===== src/sv/hbl_pkg.sv =====
// ---------------------------------------------------------------------------
// hbl_pkg
// Shared types and constants of the histogram localizer.
// ---------------------------------------------------------------------------
package hbl_pkg;

  localparam logic [16:0] PROB_ONE  = 17'd65536;
  localparam logic [15:0] SCALE_ONE = 16'd256;

  localparam logic [2:0] REG_MAP        = 3'd0;
  localparam logic [2:0] REG_CELLS      = 3'd1;
  localparam logic [2:0] REG_MOVE_WALL  = 3'd2;
  localparam logic [2:0] REG_MOVE_DOOR  = 3'd3;
  localparam logic [2:0] REG_SCALE_WALL = 3'd4;
  localparam logic [2:0] REG_SCALE_DOOR = 3'd5;

  typedef enum logic [3:0] {
    ST_IDLE,
    ST_UNI_WAIT,
    ST_P_GETPREV,
    ST_P_MUL1,
    ST_P_MUL2,
    ST_P_MUL3,
    ST_N_RD,
    ST_N_START,
    ST_N_WAIT,
    ST_E_RD,
    ST_E_LD
  } state_t;

  typedef struct packed {
    logic uni_start;
    logic uni_load;
    logic step_init;
    logic p_getprev;
    logic p_mul1;
    logic p_mul2;
    logic p_mul3;
    logic n_rd;
    logic n_start;
    logic n_write;
    logic e_rd;
    logic e_load;
  } cmd_t;

  typedef struct packed {
    logic last_cell;
    logic div_done;
    logic degen;
    logic out_free;
  } sts_t;

endpackage


===== src/sv/hbl_ram.sv =====
// ---------------------------------------------------------------------------
// hbl_ram
// Generic simple dual-port RAM, one write and one registered read port.
// ---------------------------------------------------------------------------
module hbl_ram #(
  parameter int WIDTH = 16,
  parameter int DEPTH = 32
) (
  input  logic                     clk,
  input  logic                     we,
  input  logic [$clog2(DEPTH)-1:0] waddr,
  input  logic [WIDTH-1:0]         wdata,
  input  logic                     re,
  input  logic [$clog2(DEPTH)-1:0] raddr,
  output logic [WIDTH-1:0]         rdata
);

  logic [WIDTH-1:0] mem [DEPTH];

  always_ff @(posedge clk) begin
    if (we) begin
      mem[waddr] <= wdata;
    end
    if (re) begin
      rdata <= mem[raddr];
    end
  end

endmodule


===== src/sv/hbl_divider.sv =====
// ---------------------------------------------------------------------------
// hbl_divider
// Restoring divider, one quotient bit per cycle; quotient known to fit QW bits.
// ---------------------------------------------------------------------------
module hbl_divider #(
  parameter int NW = 43,
  parameter int DW = 32,
  parameter int QW = 17
) (
  input  logic          clk,
  input  logic          rst,
  input  logic          start,
  input  logic [NW-1:0] num,
  input  logic [DW-1:0] den,
  output logic          done,
  output logic [QW-1:0] quot
);

  localparam int CW = $clog2(QW + 1);

  logic [DW-1:0] rem;
  logic [DW-1:0] den_q;
  logic [QW-1:0] nlo;
  logic [CW-1:0] cnt;
  logic          run;
  logic [DW:0]   trial;
  logic          ge;

  assign trial = {rem, nlo[QW-1]};
  assign ge    = trial >= {1'b0, den_q};

  always_ff @(posedge clk) begin
    if (rst) begin
      run  <= 1'b0;
      done <= 1'b0;
      cnt  <= '0;
    end else begin
      done <= 1'b0;
      if (start) begin
        run <= 1'b1;
        cnt <= '0;
      end else if (run) begin
        if (cnt == CW'(QW - 1)) begin
          run  <= 1'b0;
          done <= 1'b1;
        end
        cnt <= cnt + 1'b1;
      end
    end
  end

  always_ff @(posedge clk) begin
    if (start) begin
      rem   <= DW'(num[NW-1:QW]);
      nlo   <= num[QW-1:0];
      den_q <= den;
      quot  <= '0;
    end else if (run) begin
      rem  <= ge ? DW'(trial - {1'b0, den_q}) : DW'(trial);
      nlo  <= {nlo[QW-2:0], 1'b0};
      quot <= {quot[QW-2:0], ge};
    end
  end

endmodule


===== src/sv/hbl_ctrl.sv =====
// ---------------------------------------------------------------------------
// hbl_ctrl
// Sequencer for restart, prediction, normalization and emit passes.
// ---------------------------------------------------------------------------
module hbl_ctrl (
  input  logic          clk,
  input  logic          rst,
  input  logic          in_valid,
  input  logic          in_command,
  output logic          in_ready,
  input  hbl_pkg::sts_t sts,
  output hbl_pkg::cmd_t cmd
);

  import hbl_pkg::*;

  state_t state, state_next;

  always_ff @(posedge clk) begin
    if (rst) begin
      state <= ST_IDLE;
    end else begin
      state <= state_next;
    end
  end

  always_comb begin
    state_next = state;
    cmd        = '0;
    in_ready   = 1'b0;
    case (state)
      ST_IDLE: begin
        in_ready = 1'b1;
        if (in_valid) begin
          if (in_command) begin
            cmd.step_init = 1'b1;
            state_next    = ST_P_GETPREV;
          end else begin
            cmd.uni_start = 1'b1;
            state_next    = ST_UNI_WAIT;
          end
        end
      end
      ST_UNI_WAIT: begin
        if (sts.div_done) begin
          cmd.uni_load = 1'b1;
          state_next   = ST_IDLE;
        end
      end
      ST_P_GETPREV: begin
        cmd.p_getprev = 1'b1;
        state_next    = ST_P_MUL1;
      end
      ST_P_MUL1: begin
        cmd.p_mul1 = 1'b1;
        state_next = ST_P_MUL2;
      end
      ST_P_MUL2: begin
        cmd.p_mul2 = 1'b1;
        state_next = ST_P_MUL3;
      end
      ST_P_MUL3: begin
        cmd.p_mul3 = 1'b1;
        state_next = sts.last_cell ? ST_N_RD : ST_P_MUL1;
      end
      ST_N_RD: begin
        cmd.n_rd   = 1'b1;
        state_next = ST_N_START;
      end
      ST_N_START: begin
        cmd.n_start = 1'b1;
        state_next  = ST_N_WAIT;
      end
      ST_N_WAIT: begin
        if (sts.degen || sts.div_done) begin
          cmd.n_write = 1'b1;
          state_next  = sts.last_cell ? ST_E_RD : ST_N_RD;
        end
      end
      ST_E_RD: begin
        cmd.e_rd   = 1'b1;
        state_next = ST_E_LD;
      end
      ST_E_LD: begin
        if (sts.out_free) begin
          cmd.e_load = 1'b1;
          state_next = sts.last_cell ? ST_IDLE : ST_E_RD;
        end
      end
      default: begin
        state_next = ST_IDLE;
      end
    endcase
  end

  a_cmd_onehot: assert property (@(posedge clk) disable iff (rst) $onehot0(cmd))
    else $error("more than one datapath command");
  a_uni_ret: assert property (@(posedge clk) disable iff (rst)
    (state == ST_UNI_WAIT && sts.div_done) |=> state == ST_IDLE)
    else $error("restart did not return to idle");
  a_emit_end: assert property (@(posedge clk) disable iff (rst)
    (state == ST_E_LD && sts.out_free && sts.last_cell) |=> state == ST_IDLE)
    else $error("emit pass did not end on last cell");

endmodule


===== src/sv/hbl_datapath.sv =====
// ---------------------------------------------------------------------------
// hbl_datapath
// Config registers, belief and weight memories, multiply, sum and divide.
// ---------------------------------------------------------------------------
module hbl_datapath #(
  parameter int MAX_CELLS = 32,
  parameter int FRAC_BITS = 16
) (
  input  logic          clk,
  input  logic          rst,
  input  hbl_pkg::cmd_t cmd,
  output hbl_pkg::sts_t sts,
  input  logic          cfg_valid,
  input  logic [2:0]    cfg_index,
  input  logic [31:0]   cfg_data,
  input  logic          in_reading,
  input  logic          out_ready,
  output logic          out_valid,
  output logic [4:0]    out_cell,
  output logic [16:0]   out_belief,
  output logic          out_likely,
  output logic          out_degen,
  output logic          out_last
);

  import hbl_pkg::*;

  localparam int IW  = $clog2(MAX_CELLS);
  localparam int BW  = FRAC_BITS + 1;
  localparam int AW  = FRAC_BITS + 18;
  localparam int PW  = FRAC_BITS + 2;
  localparam int WW  = PW + 8;
  localparam int SW  = WW + $clog2(MAX_CELLS + 1);
  localparam int NW  = WW + FRAC_BITS + 1;
  localparam logic [BW-1:0] ONE = BW'(1) << FRAC_BITS;
  localparam int RESET_N = (MAX_CELLS < 10) ? MAX_CELLS : 10;
  localparam logic [BW-1:0] U_RESET = BW'(((1 << FRAC_BITS) + RESET_N / 2) / RESET_N);
  localparam logic [BW-1:0] TOL = BW'(((1 << FRAC_BITS) + 50) / 100);

  logic [31:0] corridor_map;
  logic [5:0]  corridor_cells;
  logic [16:0] move_success_wall;
  logic [16:0] move_success_door;
  logic [15:0] match_scale_wall;
  logic [15:0] match_scale_door;

  logic [BW-1:0]        u_val;
  logic [MAX_CELLS-1:0] valid;
  logic                 rvalid_q;
  logic                 reading;
  logic [IW-1:0]        idx;
  logic [IW-1:0]        prev_idx;
  logic [BW-1:0]        bprev;
  logic [BW-1:0]        bcur;
  logic [AW-1:0]        acc;
  logic [SW-1:0]        sum;
  logic [BW-1:0]        maxb;

  logic [6:0]    n_full;
  logic [IW-1:0] nm1;
  logic          last_cell;

  always_comb begin
    if (corridor_cells == 6'd0) begin
      n_full = 7'd1;
    end else if (7'(corridor_cells) > 7'(MAX_CELLS)) begin
      n_full = 7'(MAX_CELLS);
    end else begin
      n_full = 7'(corridor_cells);
    end
  end
  assign nm1       = IW'(n_full - 7'd1);
  assign last_cell = idx == nm1;

  function automatic logic door_of(input logic [IW-1:0] c, input logic [31:0] map);
    int unsigned k;
    k = int'(c);
    return (k < 32) ? map[k[4:0]] : 1'b0;
  endfunction

  function automatic logic [16:0] succ_of(input logic d, input logic [16:0] sw,
                                          input logic [16:0] sd);
    logic [16:0] s;
    s = d ? sd : sw;
    return (s > PROB_ONE) ? PROB_ONE : s;
  endfunction

  // config writes
  always_ff @(posedge clk) begin
    if (rst) begin
      corridor_map      <= 32'd212;
      corridor_cells    <= 6'd10;
      move_success_wall <= 17'd58982;
      move_success_door <= 17'd58982;
      match_scale_wall  <= 16'd1024;
      match_scale_door  <= 16'd1024;
    end else if (cfg_valid) begin
      case (cfg_index)
        REG_MAP:        corridor_map      <= cfg_data;
        REG_CELLS:      corridor_cells    <= cfg_data[5:0];
        REG_MOVE_WALL:  move_success_wall <= cfg_data[16:0];
        REG_MOVE_DOOR:  move_success_door <= cfg_data[16:0];
        REG_SCALE_WALL: match_scale_wall  <= cfg_data[15:0];
        REG_SCALE_DOOR: match_scale_door  <= cfg_data[15:0];
        default: ;
      endcase
    end
  end

  // belief memory
  logic          b_re;
  logic [IW-1:0] b_raddr;
  logic [BW-1:0] b_rdata;
  logic [BW-1:0] bval;
  logic [BW-1:0] q_val;
  logic [BW-1:0] div_q;
  logic          div_done;

  always_comb begin
    b_re    = cmd.step_init | cmd.p_getprev | (cmd.p_mul3 & ~last_cell) | cmd.e_rd;
    b_raddr = idx;
    if (cmd.step_init) begin
      b_raddr = nm1;
    end else if (cmd.p_mul3) begin
      b_raddr = idx + 1'b1;
    end
  end

  assign q_val = sts.degen ? '0 : div_q;

  hbl_ram #(.WIDTH(BW), .DEPTH(MAX_CELLS)) u_bram (
    .clk   (clk),
    .we    (cmd.n_write),
    .waddr (idx),
    .wdata (q_val),
    .re    (b_re),
    .raddr (b_raddr),
    .rdata (b_rdata)
  );

  assign bval = rvalid_q ? b_rdata : u_val;

  // prediction and weighting
  logic          door_prev;
  logic          door_cur;
  logic [16:0]   s_prev;
  logic [16:0]   fail_cur;
  logic [PW-1:0] pred;
  logic [15:0]   lik;
  logic [WW-1:0] wval;
  logic [WW-1:0] w_rdata;

  assign door_prev = door_of(prev_idx, corridor_map);
  assign door_cur  = door_of(idx, corridor_map);
  assign s_prev    = succ_of(door_prev, move_success_wall, move_success_door);
  assign fail_cur  = PROB_ONE - succ_of(door_cur, move_success_wall, move_success_door);
  assign pred      = PW'((acc + AW'(32768)) >> 16);
  assign lik       = (door_cur == reading) ?
                     (door_cur ? match_scale_door : match_scale_wall) : SCALE_ONE;
  assign wval      = WW'(((PW + 16)'(pred) * (PW + 16)'(lik) + (PW + 16)'(128)) >> 8);

  hbl_ram #(.WIDTH(WW), .DEPTH(MAX_CELLS)) u_wram (
    .clk   (clk),
    .we    (cmd.p_mul3),
    .waddr (idx),
    .wdata (wval),
    .re    (cmd.n_rd),
    .raddr (idx),
    .rdata (w_rdata)
  );

  // shared divider
  logic          div_start;
  logic [NW-1:0] div_num;
  logic [SW-1:0] div_den;

  assign div_start = cmd.uni_start | (cmd.n_start & ~sts.degen);
  always_comb begin
    if (cmd.uni_start) begin
      div_num = NW'(ONE) + NW'(n_full >> 1);
      div_den = SW'(n_full);
    end else begin
      div_num = (NW'(w_rdata) << FRAC_BITS) + NW'(sum >> 1);
      div_den = sum;
    end
  end

  hbl_divider #(.NW(NW), .DW(SW), .QW(BW)) u_div (
    .clk   (clk),
    .rst   (rst),
    .start (div_start),
    .num   (div_num),
    .den   (div_den),
    .done  (div_done),
    .quot  (div_q)
  );

  // control state
  always_ff @(posedge clk) begin
    if (rst) begin
      u_val     <= U_RESET;
      valid     <= '0;
      out_valid <= 1'b0;
    end else begin
      if (cmd.uni_load) begin
        u_val <= div_q;
        valid <= '0;
      end else if (cmd.n_write) begin
        valid[idx] <= 1'b1;
      end
      if (cmd.e_load) begin
        out_valid <= 1'b1;
      end else if (out_ready) begin
        out_valid <= 1'b0;
      end
    end
  end

  always_ff @(posedge clk) begin
    if (b_re) begin
      rvalid_q <= valid[b_raddr];
    end
    if (cmd.step_init) begin
      reading  <= in_reading;
      sum      <= '0;
      maxb     <= '0;
      idx      <= '0;
      prev_idx <= nm1;
    end
    if (cmd.p_getprev) begin
      bprev <= bval;
    end
    if (cmd.p_mul1) begin
      bcur <= bval;
      acc  <= AW'(bprev) * AW'(s_prev);
    end
    if (cmd.p_mul2) begin
      acc <= acc + AW'(bcur) * AW'(fail_cur);
    end
    if (cmd.p_mul3) begin
      sum      <= sum + SW'(wval);
      bprev    <= bcur;
      prev_idx <= idx;
    end
    if (cmd.n_write && q_val > maxb) begin
      maxb <= q_val;
    end
    if (cmd.e_load) begin
      out_cell   <= 5'(idx);
      out_belief <= 17'(bval);
      out_likely <= (BW + 1)'(bval) + (BW + 1)'(TOL) >= (BW + 1)'(maxb);
      out_degen  <= sts.degen;
      out_last   <= last_cell;
    end
    if (cmd.p_mul3 || cmd.n_write || cmd.e_load) begin
      idx <= last_cell ? '0 : idx + 1'b1;
    end
  end

  assign sts.last_cell = last_cell;
  assign sts.div_done  = div_done;
  assign sts.degen     = sum == '0;
  assign sts.out_free  = ~out_valid | out_ready;

endmodule


===== src/sv/histogram_bayes_localizer.sv =====
// ---------------------------------------------------------------------------
// histogram_bayes_localizer
// Discrete Bayes histogram filter over a cyclic corridor of walls and doors.
// ---------------------------------------------------------------------------
// One item at a time. A restart beat runs the serial divider that forms the
// uniform belief. A step beat with n cells first fetches the wrapped
// neighbor, then runs the prediction multiply steps P_MUL1, P_MUL2 and
// P_MUL3 for each cell, a bit-serial normalizing divide per cell (skipped
// when the sum is zero), and a read-out that emits one result beat per cell,
// waiting while the output is stalled. Beliefs are unsigned Q1.16 at the
// default FRAC_BITS of 16.
module histogram_bayes_localizer #(
  parameter int MAX_CELLS = 32,
  parameter int FRAC_BITS = 16
) (
  input  logic        clk,
  input  logic        rst,
  input  logic        s_axis_tvalid,
  output logic        s_axis_tready,
  input  logic [7:0]  s_axis_tdata,   // reading_is_door
  input  logic [0:0]  s_axis_tuser,   // command
  output logic        m_axis_tvalid,
  input  logic        m_axis_tready,
  output logic [23:0] m_axis_tdata,   // cell_index, belief, likely, degenerate
  output logic        m_axis_tlast,
  input  logic        cfg_valid,
  output logic        cfg_ready,
  input  logic [2:0]  cfg_index,
  input  logic [31:0] cfg_data
);

  import hbl_pkg::*;

  cmd_t        cmd;
  sts_t        sts;
  logic [4:0]  out_cell;
  logic [16:0] out_belief;
  logic        out_likely;
  logic        out_degen;

  assign cfg_ready = 1'b1;

  hbl_ctrl u_ctrl (
    .clk        (clk),
    .rst        (rst),
    .in_valid   (s_axis_tvalid),
    .in_command (s_axis_tuser[0]),
    .in_ready   (s_axis_tready),
    .sts        (sts),
    .cmd        (cmd)
  );

  hbl_datapath #(.MAX_CELLS(MAX_CELLS), .FRAC_BITS(FRAC_BITS)) u_dp (
    .clk        (clk),
    .rst        (rst),
    .cmd        (cmd),
    .sts        (sts),
    .cfg_valid  (cfg_valid),
    .cfg_index  (cfg_index),
    .cfg_data   (cfg_data),
    .in_reading (s_axis_tdata[0]),
    .out_ready  (m_axis_tready),
    .out_valid  (m_axis_tvalid),
    .out_cell   (out_cell),
    .out_belief (out_belief),
    .out_likely (out_likely),
    .out_degen  (out_degen),
    .out_last   (m_axis_tlast)
  );

  assign m_axis_tdata = {out_degen, out_likely, out_belief, out_cell};

endmodule

===== config.mk =====
export PLATFORM = sky130hd
export DESIGN_NAME = histogram_bayes_localizer
export DESIGN_NICKNAME = d
export VERILOG_FILES = /design/src/sv/hbl_pkg.sv /design/src/sv/hbl_ram.sv /design/src/sv/hbl_divider.sv /design/src/sv/hbl_ctrl.sv /design/src/sv/hbl_datapath.sv /design/src/sv/histogram_bayes_localizer.sv
export SDC_FILE = /design/constraint.sdc
export NUM_CORES = 2
export LEC_CHECK = 0
export BUFFER_PORTS_ARGS = -buffer_cell sky130_fd_sc_hd__buf_2
export CAP_MARGIN = 20
export CORE_MARGIN = 3
export CORE_UTILIZATION = 30
export DETAILED_ROUTE_END_ITERATION = 10
export REMOVE_ABC_BUFFERS = 1
export SLEW_MARGIN = 20
export SYNTH_ARGS = -nofsm -noshare
export SYNTH_HDL_FRONTEND = slang
export SYNTH_SLANG_ARGS = --single-unit

===== constraint.sdc =====
create_clock -name clk -period 15 [get_ports clk]
set_clock_uncertainty 0.05 [all_clocks]
set_input_delay 1.5 -clock clk [delete_from_list [all_inputs] [get_ports clk]]
set_output_delay 1.5 -clock clk [all_outputs]
set_load 0.02 [all_outputs]

Word-level counts from Yosys, hierarchy flattened --
Memories as Yosys holds them, arrays and structs flattened. A register that Yosys moved wholly into a read port is not among the register bits. Cells that the tools add are included.
Operators by class: add/sub/neg operators 12, multiply operators 3, divide/modulo/power cells 0, order comparisons 10, equal/unequal tests 22, shift-type cells 0, mux-type cells 79, bitwise gates (word level) 12, reduce and logical (&&, ||, !) cells 26
Operator list (count):
- $mux W17 | 12
- $mux W32 | 3
- $mul A17 B17 Y34 | 2
- $mux W34 | 2
- $mux W26 | 2
- $pmux W4 S11 | 1
- $add A42 B31 Y43 | 1
- $mux W43 | 1
- $mux W5 | 7
- $add A34 B16 Y34 const B | 1
- $add A34 B34 Y34 | 1
- $add A34 B8 Y34 const B | 1
- $gt A17 B17 Y1 const B | 2
- $mul A18 B16 Y34 | 1
- $mux W1 | 34
- $ge A33 B32 Y1 | 1
- $add A32 B26 Y32 | 1
- $logic_not A32 Y1 | 1
- $mux W16 | 2
- $or A32 B32 Y32 | 1
- $sub A32 B32 Y32 | 1
- $mux W4 | 6
- $add A17 B10 Y18 const B | 1
- $add A17 B5 Y18 const A | 1
- 39 further kinds | 78
Word-level totals: register bits 417, latch bits 0, RAM bits 1376, memory bits (read-only) 0, bits of input ports 49, output and inout bits 28, logic and storage cells 199, memories 2
Memories:
- u_dp.u_wram.mem | depth 32, bits a word 26, rd ports 1, clocked after memory_dff 1, write ports 1, line hbl_ram.sv:18 | logic [WIDTH-1:0] mem [DEPTH];
- u_dp.u_bram.mem | depth 32, bits a word 17, rd ports 1, clocked after memory_dff 1, write ports 1, line hbl_ram.sv:18

Logic depth before layout (Yosys ltp) --
depth after elaboration 9, mapped depth 44

Hierarchy --
From an unflattened synthesis, not the netlist that was laid out.
Second synthesis, totals: cells, all modules 8971, area, all modules 108619.2 um^2
Modules (own cells, without submodules):
- hbl_datapath | instances 1, cells each 5239, area each 46502.1 um^2, sequential area each 7707.4 um^2
- hbl_ram at u_dp.u_wram | instances 1, cells each 1848, area each 33221.9 um^2, sequential area each 25764.7 um^2
- hbl_ram at u_dp.u_bram | instances 1, cells each 1212, area each 21907.3 um^2, sequential area each 16846.2 um^2
- hbl_divider | instances 1, cells each 597, area each 6396.1 um^2, sequential area each 2852.7 um^2
- hbl_ctrl | instances 1, cells each 71, area each 565.5 um^2, sequential area each 80.1 um^2
- histogram_bayes_localizer | instances 1, cells each 4, area each 26.3 um^2, sequential area each 0.0 um^2

Worst setup path after synthesis --
Ideal clock, no wire load.
path kind reg-to-reg, from register u_dp.idx[1], to register u_dp.sum[31], data pin, arrival time 10.637 ns, required time 14.680 ns, path slack 4.043 ns, cell stages (with the launch flop) 41, buffers on the path 5, clock period less this slack 10.957 ns, cells stage by stage edfxtp_1 buf_2 or2_2 o221ai_1 o211ai_1 nand4_1 buf_4 buf_4 buf_2 nor2_2 buf_2 a22oi_1 nor2_1 fa_1 inv_1 fa_1 fa_1 inv_1 [... 5 more ...] ha_1 or2_2 a21oi_1 a21oi_1 a31oi_1 o211ai_1 a21oi_1 o21bai_1 o31ai_1 ha_1 nand2_1 nor2_1 a21oi_1 o311ai_0 a31o_2 a31oi_1 or3_1 a21oi_1
Between the ends: word-level cells in the longest chain between the ends 8, elaborated cells on any way between the ends 9, those cells by class 2 x add/sub; 1 x mul; 1 x eq/ne; 5 x mux
RTL lines:
- start, declared | line hbl_datapath.sv:51 | logic [IW-1:0] idx;
- start signal, assigned | line hbl_datapath.sv:256 | idx <= last_cell ? '0 : idx + 1'b1;
- $bmux W1 S5 * | line hbl_datapath.sv:78 | return (k < 32) ? map[k[4:0]] : 1'b0;
- $mux W1 (implied by the code) * | line hbl_datapath.sv:78
- $mux W16 or $eq A1 B1 Y1 (tied branches) | line hbl_datapath.sv:159, hbl_datapath.sv:158
- $mux W16 * | line hbl_datapath.sv:158 | assign lik = (door_cur == reading) ?
- $mul A18 B16 Y34 * | line hbl_datapath.sv:160 | assign wval = WW'(((PW + 16)'(pred) * (PW + 16)'(lik) + (PW + 16)'(128)) >> 8);
- $add A34 B8 Y34 * | line hbl_datapath.sv:160
- net u_dp.u_wram.wdata[20] | line hbl_ram.sv:12 | input logic [WIDTH-1:0] wdata,
- $add A32 B26 Y32 * | line hbl_datapath.sv:241 | sum <= sum + SW'(wval);
- $mux W32 * | line hbl_datapath.sv:240 | if (cmd.p_mul3) begin
- end signal, assigned | line hbl_datapath.sv:241
- end, declared | line hbl_datapath.sv:56 | logic [SW-1:0] sum;
Mark *: on every way through the listed nets, which the timed path passes. The rest lies on a longest branch. The select of a mux whose other input is x is not followed. A chain may end at the register's enable or synchronous reset.

Worst setup path after layout --
from register u_dp.idx[2], to register u_dp.sum[29], data pin
The elaborated chain is that of the path after synthesis.

==> flow_summary.toml <==
[status]
status = "finished, final reports clean"

[layout]
areaGrowthSynthToFinish_pct = 12.2
layout.nets = 9516
drive_gt1_frac = 0.134
num-fill-cells = 34200

[floorplanning]
start_util = 0.302
die-area_um2 = 362000
core_um2 = 353000
die_h_um = 602
die_w_um = 602
rows = 218
ios = 77

[timing]
maxSlewHeadroom = 0.168
drv_slew = 0
min_period_ns = 13.06
setup_tns_ns = 0
worst_pin_slew_ns = 1.24
rsz0062_at_grt = "false"
max_freq_mhz = 76.6
finalSetupViolCount = 0
fin_crit_sh = 0.870
finalHoldViolCount = 0

[placed_design]
dp_hpwl_um = 193000
gp_congestion = 0.905
io_buffers = 68

[pwr]
vdd_drop_max_mv = 0.230
power.leakage_nw = 45.9
power_mw = 19.7
powerDensity_nw_per_um2 = 165

[clocking]
numCtsBuffers = 185
path_clk_slew_ns = 0.07
hold_buffers = 0
clk_latency_ns = 0.90
post_cts_buffers = 0
cts_max_path_buffers = 4
cts_tree = "built"
clkSinkCount = 1836
cts_root_buf = "clkbuf_16"
post_cts_resized = 0
cts_max_level = 4

[setup_path]
path_class = "reg2reg"
end_kind = "flop"
slowest_delay_ns = 1.09
required_ns = 15.48
cp-start-kind = "flop"
cp_slowest_cell = "edfxtp_1"
cp_max_fo = 33
crit_arrival_ns = 13.54
reg2reg_slack_ns = 1.94

[grt]
grt_pass1_wl_um = 429000
use_met3 = 0.0183
gr-usage-met1 = 0.195
grt_overflow_total = 0
grt_max_degree = 144
antenna_found_initial = 11
top_usage_layer = "met2"
grt_pass1_vias = 68000
gr-usage-met2 = 0.272
grt_use_total = 0.154

[synth]
seq_area_frac_synth = 0.500
synth_ff_type = "edfxtp_1"
yosysMostFrequentCell = "edfxtp_1"
synth_cell_types = 92
synth_largest_area_cell = "edfxtp_1"
yosysWarnings = 0
syn_area_per_cell_um2 = 13.0
synth_edf_count = 1648
ys_top_cells_by_area = "edfxtp_1 46%, fa_1 13%, mux4_2 7.7%, ha_1 5.2%, inv_1 3.6%"
yosysTopAreaCellShare = 0.464
synth_common_cells = "1648 x edfxtp_1, 1029 x inv_1, 965 x nand2_1, 706 x fa_1, 473 x nor2_1"
netlist_area_um2 = 107000
ys_async_sr_fraction = 0
synth_seq_cells = 1836
synthCells = 8226

[flow_run]
cap_violations = 0

[detailed_routing]
antenna_left = 0
via_per_inst = 4.93
route.vias.total = 65000
drtIter0Drc = 5486
dr.pass1.iters = 7
wire_per_inst_um = 21.4
route.detailed.drc = 0
wirelength_um = 282000

[worst_hold_path]
hold_path_class = "reg2reg"
==> kinds of logic after synthesis <==
logic type / count (synthesis) / synth area share
DFF: 1836 / 0.500
other: 1 / 0.0000352
buffers and inverters: 1383 / 0.0507
and+or+nand+nor: 2143 / 0.0918
AOI/OAI and AO/OA: 854 / 0.0516
xor gates and xnor gates: 222 / 0.0183
muxes: 640 / 0.103
adders and majority gates: 1147 / 0.184
==> flip-flops by register name, summed over array words and instances, names as in the netlist, 26 cells and up <==
register and flops:
u_dp.corridor_map 32, u_dp.valid 32, u_dp.acc 34, u_dp.u_div.den_q 32, u_dp.u_wram.rdata 26, u_dp.u_div.rem 32
u_dp.u_bram.mem 544, u_dp.sum 32, u_dp.u_wram.mem 832
==> cell usage in the layout, fill, tap and decap left out, types with 34 or more instances in the layout <==
cell / netlist / final
clkbuf_16: 0 / 187
mux2i_1: 223 / 222
a21o_1: 77 / 77
nor2b_1: 50 / 34
and2_1: 273 / 273
ha_1: 441 / 441
mux4_2: 362 / 362
nand3_1: 74 / 74
inv_1: 1029 / 1026
xor2_1: 71 / 60
edfxtp_1: 1648 / 1648
nand2b_1: 40 / 39
nor3_1: 65 / 57
o21ai_0: 136 / 132
nand4_1: 37 / 37
xnor2_1: 150 / 128
buf_4: 21 / 187
nor2_4: 8 / 38
mux2_2: 52 / 52
a21oi_1: 281 / 280
nand2_1: 965 / 962
nand3b_1: 40 / 40
fa_1: 706 / 706
buf_2: 82 / 67
a22oi_1: 42 / 42
o211ai_1: 54 / 54
dfxtp_1: 188 / 188
nor2_2: 8 / 39
nor2_1: 473 / 412
==> power breakdown <==
group / total [mW] / internal, mW / switching [mW]
clock: 4.63 / 2.66 / 1.97
sequential: 6.36 / 6.25 / 0.111
combinational: 8.69 / 3.54 / 5.15
total: 19.7 / 12.4 / 7.24
==> per-layer routing <==
| metal | share of wire | routed length (um) |
|---|---|---|
| met2 | 0.51 | 143000 |
| met5 | 0.000028 | 8 |
| met3 | 0.052 | 14700 |
| met4 | 0.035 | 10000 |
| met1 | 0.41 | 115000 |
==> through the flow <==
step                hold slack (ns)   util  instance area, um^2  setup slack (ns)  cells
floorplan                     0.378      -               105000             -7.07   7874
global placement              0.392  0.321               113000              2.04  12900
detailed placement            0.398  0.321               114000              2.12  12900
CTS                           0.406  0.338               120000              2.05  13200
global route                  0.425  0.339               120000              1.14  13200
finish                        0.406  0.339               120000              1.94  13200
==> layout make-up <==
class	instances	area, um^2	share of cell area
Clock inverter	103	1150	0.00961
Multi-Input combinational cell	5007	48700	0.407
Timing Repair Buffer	259	1840	0.0154
Sequential cell	1836	53300	0.445
Inverter	1031	3870	0.0324
Tap cell	4730	5920	0.0495
Clock buffer	221	4850	0.0405
Antenna cell	5	12.5	0.000105
==> critical path: cells and delay by family, from the launching register on <==
family	cells	cell delay (ns)
mux	1	0.48
fa+ha+maj	8	3.15
xor+xnor	1	0.14
flops	1	1.09
compound gates	16	5.02
simple gates	8	1.94
buf+inv	5	0.89
==> worst paths after layout <==
kind,cells past startpoint,start,endpoint
max,39,u_dp.idx[2],u_dp.sum[29]
min,2,u_dp.u_val[14],u_dp.u_val[14]
max reg2reg,39,u_dp.idx[2],u_dp.sum[29]
min reg2reg,2,u_dp.u_val[14],u_dp.u_val[14]
No activity file was read; power rests on OpenSTA's default activity.
